## src/sv/tcw_pkg.sv

```systemverilog
package tcw_pkg;

   localparam logic [1:0] KIND_PUT    = 2'd0;
   localparam logic [1:0] KIND_SETPOS = 2'd1;
   localparam logic [1:0] KIND_READ   = 2'd2;

   localparam logic [7:0] CH_BS = 8'd8;
   localparam logic [7:0] CH_LF = 8'd10;
   localparam logic [7:0] CH_CR = 8'd13;

   localparam logic [1:0] CSR_FG   = 2'd0;
   localparam logic [1:0] CSR_BG   = 2'd1;
   localparam logic [1:0] CSR_CRLF = 2'd2;

   localparam logic [3:0] FG_RESET = 4'd7;
   localparam logic [3:0] BG_RESET = 4'd0;

   localparam int COL_W  = 7;
   localparam int ROW_W  = 6;
   localparam int ADDR_W = 11;
   localparam int CELL_W = 16;
   localparam int POS_W  = 11;

   localparam int QDEPTH = 2;

   typedef enum logic [2:0] {
      OP_GLYPH,
      OP_LF,
      OP_CR,
      OP_BS,
      OP_SETPOS,
      OP_READ,
      OP_NOP
   } op_type;

   typedef struct packed {
      op_type              op;
      logic [CELL_W-1:0]   glyph_attr;
      logic [COL_W-1:0]    col;
      logic [ROW_W-1:0]    row;
      logic [ADDR_W-1:0]   addr;
      logic                addr_ok;
   } item_type;

   typedef struct packed {
      logic     valid;
      item_type item;
   } qslot_type;

   typedef enum logic [1:0] {
      BK_CLEAR,
      BK_RUN,
      BK_SCROLL,
      BK_READ
   } bk_state_type;

endpackage

```

## src/sv/tcw_queue.sv

```systemverilog
module tcw_queue (
   input  logic                clock,
   input  logic                reset,
   input  tcw_pkg::qslot_type  q_push,
   input  logic                q_pop,
   output logic                q_full,
   output tcw_pkg::qslot_type  q_head
);

   localparam int PW = (tcw_pkg::QDEPTH > 1) ? $clog2(tcw_pkg::QDEPTH) : 1;
   localparam int CNT_W = $clog2(tcw_pkg::QDEPTH + 1);

   tcw_pkg::item_type slot_ff [tcw_pkg::QDEPTH];
   logic [PW-1:0]     wr_ptr_ff, wr_ptr_in;
   logic [PW-1:0]     rd_ptr_ff, rd_ptr_in;
   logic [CNT_W-1:0]  count_ff, count_in;
   logic              do_push, do_pop;

   assign q_full  = (count_ff == CNT_W'(tcw_pkg::QDEPTH));
   assign do_push = q_push.valid && !q_full;
   assign do_pop  = q_pop && (count_ff != '0);

   always_comb begin
      wr_ptr_in = wr_ptr_ff;
      rd_ptr_in = rd_ptr_ff;
      if (do_push) begin
         wr_ptr_in = (wr_ptr_ff == PW'(tcw_pkg::QDEPTH - 1)) ? '0 : wr_ptr_ff + 1'b1;
      end
      if (do_pop) begin
         rd_ptr_in = (rd_ptr_ff == PW'(tcw_pkg::QDEPTH - 1)) ? '0 : rd_ptr_ff + 1'b1;
      end
      count_in = count_ff + CNT_W'(do_push) - CNT_W'(do_pop);
   end

   always_ff @(posedge clock) begin
      if (reset) begin
         wr_ptr_ff <= '0;
         rd_ptr_ff <= '0;
         count_ff  <= '0;
      end else begin
         wr_ptr_ff <= wr_ptr_in;
         rd_ptr_ff <= rd_ptr_in;
         count_ff  <= count_in;
      end
   end

   always_ff @(posedge clock) begin
      if (do_push) begin
         slot_ff[wr_ptr_ff] <= q_push.item;
      end
   end

   assign q_head.valid = (count_ff != '0);
   assign q_head.item  = slot_ff[rd_ptr_ff];

endmodule

```

## config.mk

```make
export PLATFORM = sky130hd
export DESIGN_NAME = tcw_queue
export DESIGN_NICKNAME = d
export VERILOG_FILES = /design/src/sv/tcw_pkg.sv /design/src/sv/tcw_queue.sv
export SDC_FILE = /design/constraint.sdc
export NUM_CORES = 1
export LEC_CHECK = 0
export ABC_AREA = 1
export BUFFER_PORTS_ARGS = -buffer_cell sky130_fd_sc_hd__buf_2
export CAP_MARGIN = 20
export CORE_MARGIN = 5
export CORE_UTILIZATION = 50
export CTS_BUF_LIST = sky130_fd_sc_hd__clkbuf_4
export DETAILED_ROUTE_END_ITERATION = 8
export PLACE_DENSITY = 0.76
export SLEW_MARGIN = 20
export SYNTH_ARGS = -nofsm -noshare
export SYNTH_HDL_FRONTEND = slang
export SYNTH_SLANG_ARGS = --single-unit
```

## constraint.sdc

```tcl
create_clock -name clock -period 4.1 [get_ports clock]
set_clock_uncertainty 0.15 [all_clocks]
set_input_delay 0.41 -clock clock [delete_from_list [all_inputs] [get_ports clock]]
set_output_delay 0.41 -clock clock [all_outputs]
set_load 0.01 [all_outputs]
```

==> impl_results.rst <==
.. list-table::
   :header-rows: 1

   * - Metric
     - Value
   * - Run status
     - finished, final reports clean
   * - Maximum number of pins on one net before global-route repair
     - 45
   * - Logic depth of the worst register-to-register path
     - 5
   * - Ys Warns
     - 0
   * - R2R Path Start
     - count_ff[0]
   * - First-pass detailed-route iteration total
     - 4
   * - Yosys cell types
     - 12
   * - Reg2Reg Setup Slack
     - 1.98 ns
   * - P per Cell Area
     - 525.2 nW/um^2
   * - Clock group share of total power
     - 19.3%
   * - Largest fanout on the critical path
     - 30
   * - Crit-path max cell delay
     - 0.66 ns
   * - Slew margin rel.
     - 35.57%
   * - Crit path DAT
     - 2.16 ns
   * - Via total after detailed routing
     - 1977
   * - TritonCTS clock tree
     - done
   * - Clk root buf
     - sky130_fd_sc_hd__clkbuf_4
   * - Number of register bits inferred by synthesis
     - 93
   * - Number of nets in the final layout
     - 368
   * - Crit path max-delay cell type
     - sky130_fd_sc_hd__dfxtp_2
   * - Row count
     - 31
   * - Hold buffers post-CTS
     - 29
   * - GRT met2 Usage
     - 24.14%
   * - Antenna cells
     - 0
   * - Standard cell area after detailed placement
     - 4153 sq um
   * - Buffer levels on the longest clock path
     - 2
   * - Worst hold path class
     - primary input to flop
   * - Final setup violation count
     - 0
   * - Clk pin slew, worst setup/hold paths
     - 0.13 ns
   * - Chain of cells forming the critical path
     - buf_4 -> mux2_2 -> buf_2
   * - First-iteration detailed-routing DRC count
     - 60
   * - CP required
     - 3.54 ns
   * - Final routed DRC violation total
     - 0
   * - Congestion Overflow GR
     - 0
   * - Worst hold path depth
     - 1
   * - Gate count of the mapped netlist
     - 176
   * - Family of cells with the greatest summed delay on the critical path
     - buffers and inverters
   * - Flop pwr share
     - 51.4%
   * - First-pass GRT wire length
     - 9632 microns
   * - Syn-to-layout area delta
     - 29.50%
   * - Remaining antenna violation count after routing
     - 0
   * - Antenna violations before repair
     - 0
   * - H-tree levels
     - 3
   * - I/O pin cnt
     - 94
   * - Most Used Layer, Global Route
     - met2
   * - Net count of the mapped netlist
     - 226
   * - Clock Latency Late Sink
     - 0.41 ns
   * - Transition time at the pin with the least slew margin
     - 0.9665 ns
   * - Global-route met1 utilization
     - 16.26%
   * - Die area
     - 9066 sq um
   * - Post-Syn Area
     - 3631 sq um
   * - Max Slew Vio Count
     - 0
   * - Worst vdd ir
     - 0.2961 mV
   * - Hold Crit Start
     - q_push[15]
   * - GRT Total Usage
     - 14.29%
   * - Average wire per standard cell
     - 14.92 microns
   * - Smallest hold slack
     - 0.04823 ns
   * - Logic pwr share
     - 29.2%
   * - Initial core utilization
     - 50.60%
   * - # resized after CTS
     - 0
   * - Routability Congestion
     - 0.7338
   * - Sw Ratio
     - 28.39%
   * - Post-route setup TNS
     - 0 ns
   * - Class of the most critical setup path
     - flop to output port
   * - Number of violations of the max-capacitance limit
     - 0
   * - Crit Reg-Reg Endpoint
     - slot_ff[0][35]
   * - Floorplan die width
     - 95.22 microns
   * - Leakage power
     - 1.896 nW
   * - Post-CTS setup repair buffer count
     - 0
   * - Max Clock Freq
     - 367.7 MHz
   * - Portion of the post-synthesis area used by sequential elements
     - 75.53%
   * - Switching power
     - 0.7009 mW
   * - Total clock buffers created by CTS
     - 9
   * - Critical path capture point type
     - output port
   * - Internal power summed over all cells
     - 1.768 mW
   * - Hold-critical path endpoint
     - slot_ff[0][15]
   * - Buffering stage count on the worst path with inverters included
     - 2
   * - Final worst path period need
     - 2.719 ns
   * - Final Hold Violating Endpoints
     - 0
   * - Share of the clock period used by the worst path
     - 66.33%
   * - Std-Cell Core Area
     - 7176 sq um
   * - Number of fill cells
     - 511
   * - RSZ-0062 raised after global routing
     - no
   * - HPWL after DPL
     - 4161 microns
   * - Vertical die dimension
     - 95.22 microns
   * - Post-Layout Inst Area
     - 4702 sq um
   * - Number of port buffers
     - 93
   * - Fraction of layout instances using a drive strength above 1
     - 48.61%
   * - Final setup slack of the worst path
     - 1.381 ns
   * - Crit start category
     - flop
   * - Count of clock tree sinks
     - 93
   * - Via count of the first global-routing pass
     - 2055
   * - Via-to-Cell Ratio
     - 4.685
   * - Final Routed Wirelength
     - 6298 microns
   * - Dpl ws
     - 1.790 ns
   * - Post-synthesis area per instance
     - 20.63 sq um
   * - Total power draw
     - 2.469 mW
   * - Met3 Use GR
     - 5.130%
==> cells in the final DEF (no fill, tap or decap), drive strengths merged <==
master	n
nor2	9
mux2	44
clkbuf	9
inv	12
edfxtp	88
clkinv	2
dlygate4sd3	41
clkinvlp	2
a21oi	2
nand3	3
buf	95
nand2	8
dfxtp	5
bufinv	1
ha	2
==> power by group through the flow <==
| stage | logic, mW | registers, mW | clock network (mW) |
|---|---|---|---|
| finish | 0.722 | 1.27 | 0.477 |
| global route | 0.781 | 1.29 | 0.539 |
| CTS | 0.726 | 1.27 | 0.500 |
| detailed placement | 0.703 | 1.29 | 0 |
| global placement | 0.688 | 1.28 | 0 |
| floorplan | 0.541 | 1.26 | 0 |
==> metrics by stage <==
step | util (%) | std cells
after global placement | 57.87 | 365
after floorplan | - | 176
after global routing | 65.53 | 422
after detailed placement | 57.87 | 365
final | 65.53 | 422
after CTS | 63.85 | 410
==> state kept, by name (all words and copies together) (netlist names), named ones only <==
name,count
wr_ptr_ff,1
count_ff,2
slot_ff,88
rd_ptr_ff,1
==> synthesized netlist by cell type <==
library cell               instances  area (sq um)
sky130_fd_sc_hd__edfxtp_1         88          2643
sky130_fd_sc_hd__mux2_4           40         600.6
sky130_fd_sc_hd__inv_1            10         37.54
sky130_fd_sc_hd__nor2_1            9         33.78
sky130_fd_sc_hd__nand2_1           8         30.03
sky130_fd_sc_hd__dfxtp_1           5         100.1
sky130_fd_sc_hd__buf_12            4         80.08
sky130_fd_sc_hd__mux2_2            4         45.04
sky130_fd_sc_hd__nand3_1           3         15.01
sky130_fd_sc_hd__a21oi_1           2         10.01
sky130_fd_sc_hd__ha_1              2         25.02
sky130_fd_sc_hd__buf_6             1         11.26
==> layout make-up <==
cell class	count	area, sq um	share of cell area, %
inverters	10	37.54	0.7983
clock buffers	9	67.56	1.437
flip-flops and latches	93	2744	58.36
multi-input cells	68	767.0	16.31
clock inverters	7	71.32	1.517
well taps	99	123.9	2.634
repair buffers	136	890.9	18.95
==> how the worst max path moves through the flow <==
| stage | start | end | slack, ns | cells after the start |
|---|---|---|---|---|
| after floorplan | count_ff[0] | slot_ff[0][0] | 1.09 | 4 |
| after global placement | flop | q_head[32] | 1.81 | 3 |
| after detailed placement | flop | q_head[32] | 1.79 | 3 |
| after CTS | flop | q_head[32] | 1.30 | 3 |
| after global routing | flop | q_head[32] | 1.22 | 3 |
| final | flop | q_head[32] | 1.38 | 3 |
==> layer usage <==
metal | vias to the layer above | part of all wire (%)
li1 | 949 | -
met1 | 954 | 40
met2 | 72 | 52
met3 | 2 | 7.2
met4 | 0 | 0.48
met5 | - | 0
==> worst reg2reg max path, delay by kind of cell (launching register included) <==
kind                   cells  cell delay [ns]
buffers and inverters      2             0.54
and+or+nand+nor            3             0.68
DFF                        1             0.39
==> cells by family after synthesis <==
logic type / count (synthesis) / synth area share, %
adders and majority gates: 2 / 0.6891
muxes: 44 / 17.78
buffers and inverters: 15 / 3.549
and+or+nand+nor: 20 / 2.171
AOI/OAI and AO/OA: 2 / 0.2757
DFF: 93 / 75.53
Note: power is estimated with default switching activity, not from simulation.
