## src/sv/tcw_pkg.sv

```systemverilog
package tcw_pkg;

   localparam logic [1:0] KIND_PUT    = 2'd0;
   localparam logic [1:0] KIND_SETPOS = 2'd1;
   localparam logic [1:0] KIND_READ   = 2'd2;

   localparam logic [7:0] CH_BS = 8'd8;
   localparam logic [7:0] CH_LF = 8'd10;
   localparam logic [7:0] CH_CR = 8'd13;

   localparam logic [1:0] CSR_FG   = 2'd0;
   localparam logic [1:0] CSR_BG   = 2'd1;
   localparam logic [1:0] CSR_CRLF = 2'd2;

   localparam logic [3:0] FG_RESET = 4'd7;
   localparam logic [3:0] BG_RESET = 4'd0;

   localparam int COL_W  = 7;
   localparam int ROW_W  = 6;
   localparam int ADDR_W = 11;
   localparam int CELL_W = 16;
   localparam int POS_W  = 11;

   localparam int QDEPTH = 2;

   typedef enum logic [2:0] {
      OP_GLYPH,
      OP_LF,
      OP_CR,
      OP_BS,
      OP_SETPOS,
      OP_READ,
      OP_NOP
   } op_type;

   typedef struct packed {
      op_type              op;
      logic [CELL_W-1:0]   glyph_attr;
      logic [COL_W-1:0]    col;
      logic [ROW_W-1:0]    row;
      logic [ADDR_W-1:0]   addr;
      logic                addr_ok;
   } item_type;

   typedef struct packed {
      logic     valid;
      item_type item;
   } qslot_type;

   typedef enum logic [1:0] {
      BK_CLEAR,
      BK_RUN,
      BK_SCROLL,
      BK_READ
   } bk_state_type;

endpackage

```

## src/sv/tcw_if.sv

```systemverilog
interface tcw_req_if;
   logic        valid;
   logic        ready;
   logic [1:0]  kind;
   logic [7:0]  char_code;
   logic [7:0]  col;
   logic [5:0]  row;
   logic [10:0] read_addr;
   modport source (output valid, kind, char_code, col, row, read_addr, input ready);
   modport sink (input valid, kind, char_code, col, row, read_addr, output ready);
endinterface


```

## src/sv/tcw_front.sv

```systemverilog
module tcw_front #(
   parameter int COLS = 80,
   parameter int ROWS = 25
) (
   tcw_req_if.sink             req_bus,
   input  logic [3:0]          fg_colour,
   input  logic [3:0]          bg_colour,
   input  logic                q_full,
   output tcw_pkg::qslot_type  q_push
);

   localparam int CELLS = COLS * ROWS;

   tcw_pkg::item_type item;

   always_comb begin
      item.op = tcw_pkg::OP_NOP;
      case (req_bus.kind)
         tcw_pkg::KIND_PUT: begin
            case (req_bus.char_code)
               tcw_pkg::CH_LF: item.op = tcw_pkg::OP_LF;
               tcw_pkg::CH_CR: item.op = tcw_pkg::OP_CR;
               tcw_pkg::CH_BS: item.op = tcw_pkg::OP_BS;
               default:        item.op = tcw_pkg::OP_GLYPH;
            endcase
         end
         tcw_pkg::KIND_SETPOS: item.op = tcw_pkg::OP_SETPOS;
         tcw_pkg::KIND_READ:   item.op = tcw_pkg::OP_READ;
         default:              item.op = tcw_pkg::OP_NOP;
      endcase
      item.glyph_attr = {bg_colour, fg_colour, req_bus.char_code};
      item.col  = (req_bus.col > 8'(COLS - 1)) ? tcw_pkg::COL_W'(COLS - 1)
                                               : req_bus.col[tcw_pkg::COL_W-1:0];
      item.row  = (req_bus.row > 6'(ROWS - 1)) ? tcw_pkg::ROW_W'(ROWS - 1) : req_bus.row;
      item.addr = req_bus.read_addr;
      item.addr_ok = (32'(req_bus.read_addr) < CELLS);
   end

   assign req_bus.ready = !q_full;
   assign q_push.valid  = req_bus.valid && !q_full;
   assign q_push.item   = item;

endmodule

```

## src/flat_wrapper.sv

```systemverilog
// flat-port wrapper written by rule: the top's interface ports become plain ports
module tcw_front_flat 
#(
   parameter int COLS = 80,
   parameter int ROWS = 25
)
  (fg_colour, bg_colour, q_full, q_push, req_bus_valid, req_bus_kind, req_bus_char_code, req_bus_col, req_bus_row, req_bus_read_addr, req_bus_ready);
  tcw_req_if req_bus_i ();
  input  logic [3:0] fg_colour;
  input  logic [3:0] bg_colour;
  input  logic q_full;
  output tcw_pkg::qslot_type q_push;
  input wire logic [$bits(req_bus_i.valid)-1:0] req_bus_valid;
  input wire logic [$bits(req_bus_i.kind)-1:0] req_bus_kind;
  input wire logic [$bits(req_bus_i.char_code)-1:0] req_bus_char_code;
  input wire logic [$bits(req_bus_i.col)-1:0] req_bus_col;
  input wire logic [$bits(req_bus_i.row)-1:0] req_bus_row;
  input wire logic [$bits(req_bus_i.read_addr)-1:0] req_bus_read_addr;
  output wire logic [$bits(req_bus_i.ready)-1:0] req_bus_ready;
  assign req_bus_i.valid = req_bus_valid;
  assign req_bus_i.kind = req_bus_kind;
  assign req_bus_i.char_code = req_bus_char_code;
  assign req_bus_i.col = req_bus_col;
  assign req_bus_i.row = req_bus_row;
  assign req_bus_i.read_addr = req_bus_read_addr;
  assign req_bus_ready = req_bus_i.ready;
  tcw_front #(.COLS(COLS), .ROWS(ROWS)) u_core (.req_bus(req_bus_i), .fg_colour(fg_colour), .bg_colour(bg_colour), .q_full(q_full), .q_push(q_push));
endmodule
```

## config.mk

```make
export PLATFORM = sky130hd
export DESIGN_NAME = tcw_front_flat
export DESIGN_NICKNAME = d
export VERILOG_FILES = /design/src/sv/tcw_pkg.sv /design/src/sv/tcw_if.sv /design/src/sv/tcw_front.sv /design/src/flat_wrapper.sv
export SDC_FILE = /design/constraint.sdc
export NUM_CORES = 1
export LEC_CHECK = 0
export BUFFER_PORTS_ARGS = -buffer_cell sky130_fd_sc_hd__buf_2
export CAP_MARGIN = 0
export CORE_MARGIN = 3
export CORE_UTILIZATION = 26
export DETAILED_ROUTE_END_ITERATION = 16
export PLACE_DENSITY = 0.85
export RECOVER_POWER = 25
export SYNTH_ARGS = -nofsm -noshare
export SYNTH_HDL_FRONTEND = slang
export SYNTH_SLANG_ARGS = --single-unit
export TNS_END_PERCENT = 20
```

## constraint.sdc

```tcl
create_clock -name vclk -period 1.3
set_input_delay 0.13 -clock vclk [all_inputs]
set_output_delay 0.13 -clock vclk [all_outputs]
set_load 0.005 [all_outputs]
```

==> results of run 1 <==
-- where the power goes --
group          switching (mW)  internal [mW]  total (mW)
Sequential                  0              0           0
Clock                       0              0           0
Combinational          0.0739          0.108       0.182
Total                  0.0739          0.108       0.182
-- critical path, delay by kind of cell --
family / cells / cell delay (ps)
AO/OA/AOI/OAI: 1 / 290
adder cells (fa/ha/maj): 1 / 120
buffers and inverters: 3 / 310
AND/OR/NAND/NOR: 1 / 460
-- synthesized netlist by cell type (all sizes together) --
| cell | n |
|---|---|
| a21oi | 1 |
| and2 | 3 |
| and3 | 1 |
| buf | 28 |
| conb | 1 |
| ha | 2 |
| inv | 4 |
| nand2b | 2 |
| nor2b | 1 |
| nor3b | 2 |
| o2111ai | 1 |
| o21ai | 1 |
| o31ai | 1 |
| o41ai | 1 |
| or2 | 4 |
| or3 | 1 |
| or3b | 4 |
| or4b | 1 |
| xor2 | 1 |
-- kinds of logic after synthesis --
family                   Yosys count  share of synthesized area
AND/OR/NAND/NOR                   19                     0.3127
AO/OA/AOI/OAI                      5                    0.09577
other                              1                   0.008443
adder cells (fa/ha/maj)            2                    0.05633
XOR/XNOR                           1                    0.01972
buffers and inverters             32                     0.5070
-- through the flow --
| stage | cell area (µm²) | utilization | power [mW] |
|---|---|---|---|
| 5_1_grt | 640.6 | 0.4109 | 0.2042 |
| 4_1_cts | 626.9 | 0.4021 | 0.1790 |
| 6_report | 640.6 | 0.4109 | 0.1821 |
| 3_5_place_dp | 591.8 | 0.3796 | 0.1685 |
| 2_1_floorplan | 444.2 | - | 0.1174 |
| 3_3_place_gp | 591.8 | 0.3796 | 0.1622 |
-- worst min-delay path by stage --
stage | startpoint | to | slack, ps | cells after the start
final | req_bus_read_addr[0] | q_push[1] | 260 | 0
after global routing | bg_colour[2] | q_push[39] | 260 | 0
after detailed placement | req_bus_read_addr[3] | q_push[4] | 260 | 0
after CTS | req_bus_read_addr[3] | q_push[4] | 260 | 0
after floorplan | q_full | req_bus_ready | 290 | 1
after global placement | req_bus_read_addr[3] | q_push[4] | 260 | 0
-- what timing repair did --
item | in CTS | in global routing
pin swaps | 2 | 2
setup endpoints to repair | 2 | 6
gates resized for setup | 7 | 3
setup buffers | 1 | 1
-- per-layer routing --
metal  track usage  vias to the layer above
met5             0                        -
met3       0.01149                        2
li1              -                      250
met2        0.2353                       40
met4      0.005525                        0
met1        0.1067                      222
-- layout by cell type, fill, tap and decap left out, drive strengths merged --
| cell type | n |
|---|---|
| buf | 69 |
| or3b | 4 |
| or2 | 4 |
| inv | 4 |
| and2 | 3 |
| nor3b | 2 |
| nand2b | 2 |
| ha | 2 |
| o21ai | 1 |
| a21oi | 1 |
| or4b | 1 |
| xor2 | 1 |
| o41ai | 1 |
| or3 | 1 |
| o31ai | 1 |
| and3 | 1 |
| o2111ai | 1 |
| nor2b | 1 |
| conb | 1 |
-- final cells by class --
class	instances	area, µm²
Fill cell	171	918.4
Inverter	4	20.02
Multi-Input combinational cell	28	231.5
Tap cell	16	20.02
Timing Repair Buffer	69	369.1
==> summary.md, run 1 <==
| Metric | Value |
|---|---|
| Worst hold slack | 260.0 ps |
| Synth cell types | 19 |
| Sequential element share of the synthesized area | 0 |
| Via count | 514 |
| Dominant cells by area after synthesis | buf_4, or3b_2, ha_1 |
| Critical Path Source | req_bus_kind[0] |
| Vias in the first global route | 471 |
| DRC errors left | 0 |
| IO buf count | 66 |
| Final net count | 150 |
| Die height | roughly 47 µm |
| DP HPWL | roughly 1200 µm |
| Io pins | between 90 and 100 |
| Type of origin of the critical path | primary input |
| Period minus WS final | between 1000 and 1500 ps |
| Syn Area/Cell | between 7 and 8 µm² |
| Peak supply drop | between 0.1 and 0.15 mV |
| Critical setup path kind | in -> out |
| Layout cells sized above 1 | 0.8119 |
| # setup viols final | 2 |
| First-pass DRT Iterations | 4 |
| Area leader, netlist | buf_4 |
| ANT cells | 0 |
| Slowest cell delay on critical path | around 460 ps |
| Die ar. | 2240 µm² |
| Metal-1 WL | between 400 and 500 µm |
| Fin. Hold Viols | 0 |
| Routed Antenna Nets | 0 |
| RSZ-0062 raised after global routing | yes |
| DR WL met3 | 140 µm |
| Arr. time, crit path | between 1000 and 1500 ps |
| Worst Path Required | about 1200 ps |
| HP Class | in -> out |
| Pwr Density | 284.3 nW/µm² |
| Reg area | 0 µm² |
| Tot GR Track Use | 0.1072 |
| Congestion Overflow GR | 0 |
| Status | finished, violations left |
| CTS Hold Buffers Added | 0 |
| Maximum clock frequency | about 0.69 GHz |
| Antenna violations before repair | 0 |
| WL final | 1356 µm |
| Synth warn | 0 |
| Largest fanout on the critical path | 2 |
| Largest net degree at the start of global routing | 8 |
| Row cnt | 14 |
| Placed cell count | 115 |
| Mapped Nets | ~110 |
| Chip Width | 47.33 µm |
| First-pass GRT wire length | 1821 µm |
| Area Overhead vs Synth | 44.23% |
| Post-DR vias/cell | 4.393 |
| Final worst path period share | 1.109 |
| Slew Limit Fails | 0 |
| DR WL met2 | around 800 µm |
| CP max-delay cell | or4b_4 |
| Final setup margin | -142.1 ps |
| Max-cap viol count | 0 |
| Iter 0 DRT Violations | 4 |
| Starting Density | 0.2849 |
| Clock buffer cells | 0 |
| Failing checks | negative setup slack |
| TNS Setup | -211.7 ps |
| Lkg Pwr | around 0.38 nW |
| Seq Cell Count | 0 |
| GPL Wtd Cong | approximately 0.71 |
| Core area | between 1500 and 2000 µm² |
| Pre-CTS WS | -212.3 ps |
| Crit path to | q_push[42] |
| Crit path cell chain | buf_8 -> inv_4 -> ha_4 -> or4b_4 -> o41ai_2 -> buf_2 |
| Cell Area, Synth | about 440 µm² |
| Max layer used | met4 |
| Post-Synthesis Cells | 60 |
| Crit. End Element | primary output |
| Synth top area share | 0.4732 |
| Post-route insts no fill | roughly 120 |
| Wire length per cell | between 10 and 15 µm |
(Power assumes the default switching activity.)
==> inputs of run 2 (changes only) <==
ABC_AREA = 1   (was unset)
CORE_MARGIN = unset   (was 3)
CORE_UTILIZATION = 30   (was 26)
PLACE_DENSITY = 0.89   (was 0.85)
clock period = 1.8 ns   (was 1.3 ns; I/O delays follow)
==> summary.md, run 2 <==
| Metric | Value |
|---|---|
| Compound-Gate Fraction of Synth Area | 0 |
| # setup viols final | 0 |
| Lkg Pwr | 0.4997 nW |
| Syn Area/Cell | 5.222 µm² |
| Synth warn | 0 |
| Largest fanout on the critical path | 3 |
| Slew Limit Fails | 0 |
| HP Class | in -> out |
| First-pass DRT Iterations | 2 |
| Hold depth | 0 |
| Layout cells sized above 1 | 0.5221 |
| Via count | just over 600 |
| Arr. time, crit path | roughly 1100 ps |
| Peak supply drop | a little over 0.07 mV |
| Period minus WS final | 1236 ps |
| Dominant cells by area after synthesis | buf_4, inv_1, nand2_1 |
| Commonest non-fill, non-tap cell in the layout | buf_2 |
| Synth top area share | 0.4108 |
| Pwr Density | ~190 nW/µm² |
| IO buf count | 66 |
| Synth cell types | 11 |
| Reg area | 0 µm² |
| Antenna violations before repair | 0 |
| Status | complete, no violations |
| GPL Wtd Cong | just over 0.7 |
| Die ar. | around 1900 µm² |
| Tot GR Track Use | 0.08498 |
| Core area | ~1500 µm² |
| Routed Antenna Nets | 0 |
| Wire length per cell | 6.618 µm |
| Simple-gate share of the synthesized area | 0.3423 |
| Row cnt | 14 |
| Iter 0 DRT Violations | 3 |
| Post-synth top cells | buf_4, inv_1, nand2_1 |
| Seq Cell Count | 0 |
| Maximum clock frequency | just over 0.8 GHz |
| DP HPWL | around 960 µm |
| Chip Width | roughly 43 µm |
| First-pass GRT wire length | approximately 1400 µm |
| Sequential element share of the synthesized area | 0 |
| Most common cell in the synthesized netlist | buf_4 |
| Starting Density | 0.3320 |
| Main combinational cell family by area after synthesis | buffers and inverters |
| Critical setup path kind | in -> out |
| Fin. Hold Viols | 0 |
| PostCTS Resize Cnt | 0 |
| Crit. End Element | primary output |
| Clock buffer cells | 0 |
| Post-CTS setup buffers | 0 |
| Post-Synthesis Cells | 98 |
| ANT cells | 0 |
| Area leader, netlist | buf_4 |
| Synth Area in Adders | 0.04890 |
| Congestion Overflow GR | 0 |
| Mux cell area share after synthesis | 0 |
| Io pins | between 90 and 100 |
| TNS Setup | 0 ps |
| Worst Path Required | 1620 ps |
| Mapped Nets | around 150 |
| Largest net degree at the start of global routing | 5 |
| CTS Hold Buffers Added | 0 |
| Area Overhead vs Synth | 27.38% |
| Post-DR vias/cell | about 4 |
| Type of origin of the critical path | primary input |
| Final net count | ~190 |
| Max-cap viol count | 0 |
| RSZ-0062 raised after global routing | no |
| Commonest non-fill, non-tap cells in the layout | buf_2, inv_1, nand2_1 |
| Final worst path period share | 0.6867 |
| WL final | between 1000 and 1500 µm |
| Worst hold slack | between 300 and 400 ps |
| Synth Area in XOR/XNOR | 0 |
| Vias in the first global route | around 410 |
| Cell Area, Synth | a little over 500 µm² |
| Die height | roughly 43 µm |
| DRC errors left | 0 |
==> run 2: cell types whose count changed after synthesis, moves of 2 or more <==
| cell | change |
|---|---|
| and2_1 | -3 |
| nand2b_1 | -2 |
| nand2_1 | +20 |
| nor3b_1 | -2 |
| or3b_2 | -4 |
| nand3_1 | +2 |
| nor2_1 | +12 |
| nand2_2 | +2 |
| inv_1 | +22 |
==> run 2: path summary, 6_finish.rpt <==
check	start	endpoint	slack, ps
min	bg_colour[2]	q_push[39]	360
max	req_bus_kind[1]	q_push[42]	560
==> run 2: cell type report <==
cell class,count,area [µm²]
fillers,172,889.6
multi-input cells,44,203.9
well taps,16,20.02
inverters,26,97.59
repair buffers,66,330.3
==> run 2: kinds of logic after synthesis <==
| group | count (synthesis) |
|---|---|
| fa+ha+maj | 2 |
| buf+inv | 54 |
| simple gates | 41 |
| other cells | 1 |
==> run 2: stage by stage <==
step	worst slack [ps]	total power, mW	std cells	utilization	instance area, µm²
floorplan	772.1	0.09403	98	-	511.7
global placement	581.8	0.1242	152	0.4229	651.9
detailed placement	555.0	0.1261	152	0.4229	651.9
CTS	555.0	0.1265	152	0.4229	651.9
global route	503.5	0.1411	152	0.4229	651.9
finish	564.0	0.1244	152	0.4229	651.9
==> run 2: per-layer routing <==
metal  track usage  part of all wire  routed length, µm
met5             0                 0                  0
met4       0.01212            0.0080                  8
met3       0.01277              0.14                138
met2        0.1851              0.52                528
met1       0.08101              0.33                331
==> run 2: critical path, stage by stage <==
cell	delay [ps]
buf_2	100
inv_1	90
ha_1	230
or2_2	290
nand2_1	60
buf_2	100
==> run 2: report_power, final <==
part           switching [mW]  internal [mW]
registers                   0              0
logic                  0.0568         0.0676
clock network               0              0
total                  0.0568         0.0676
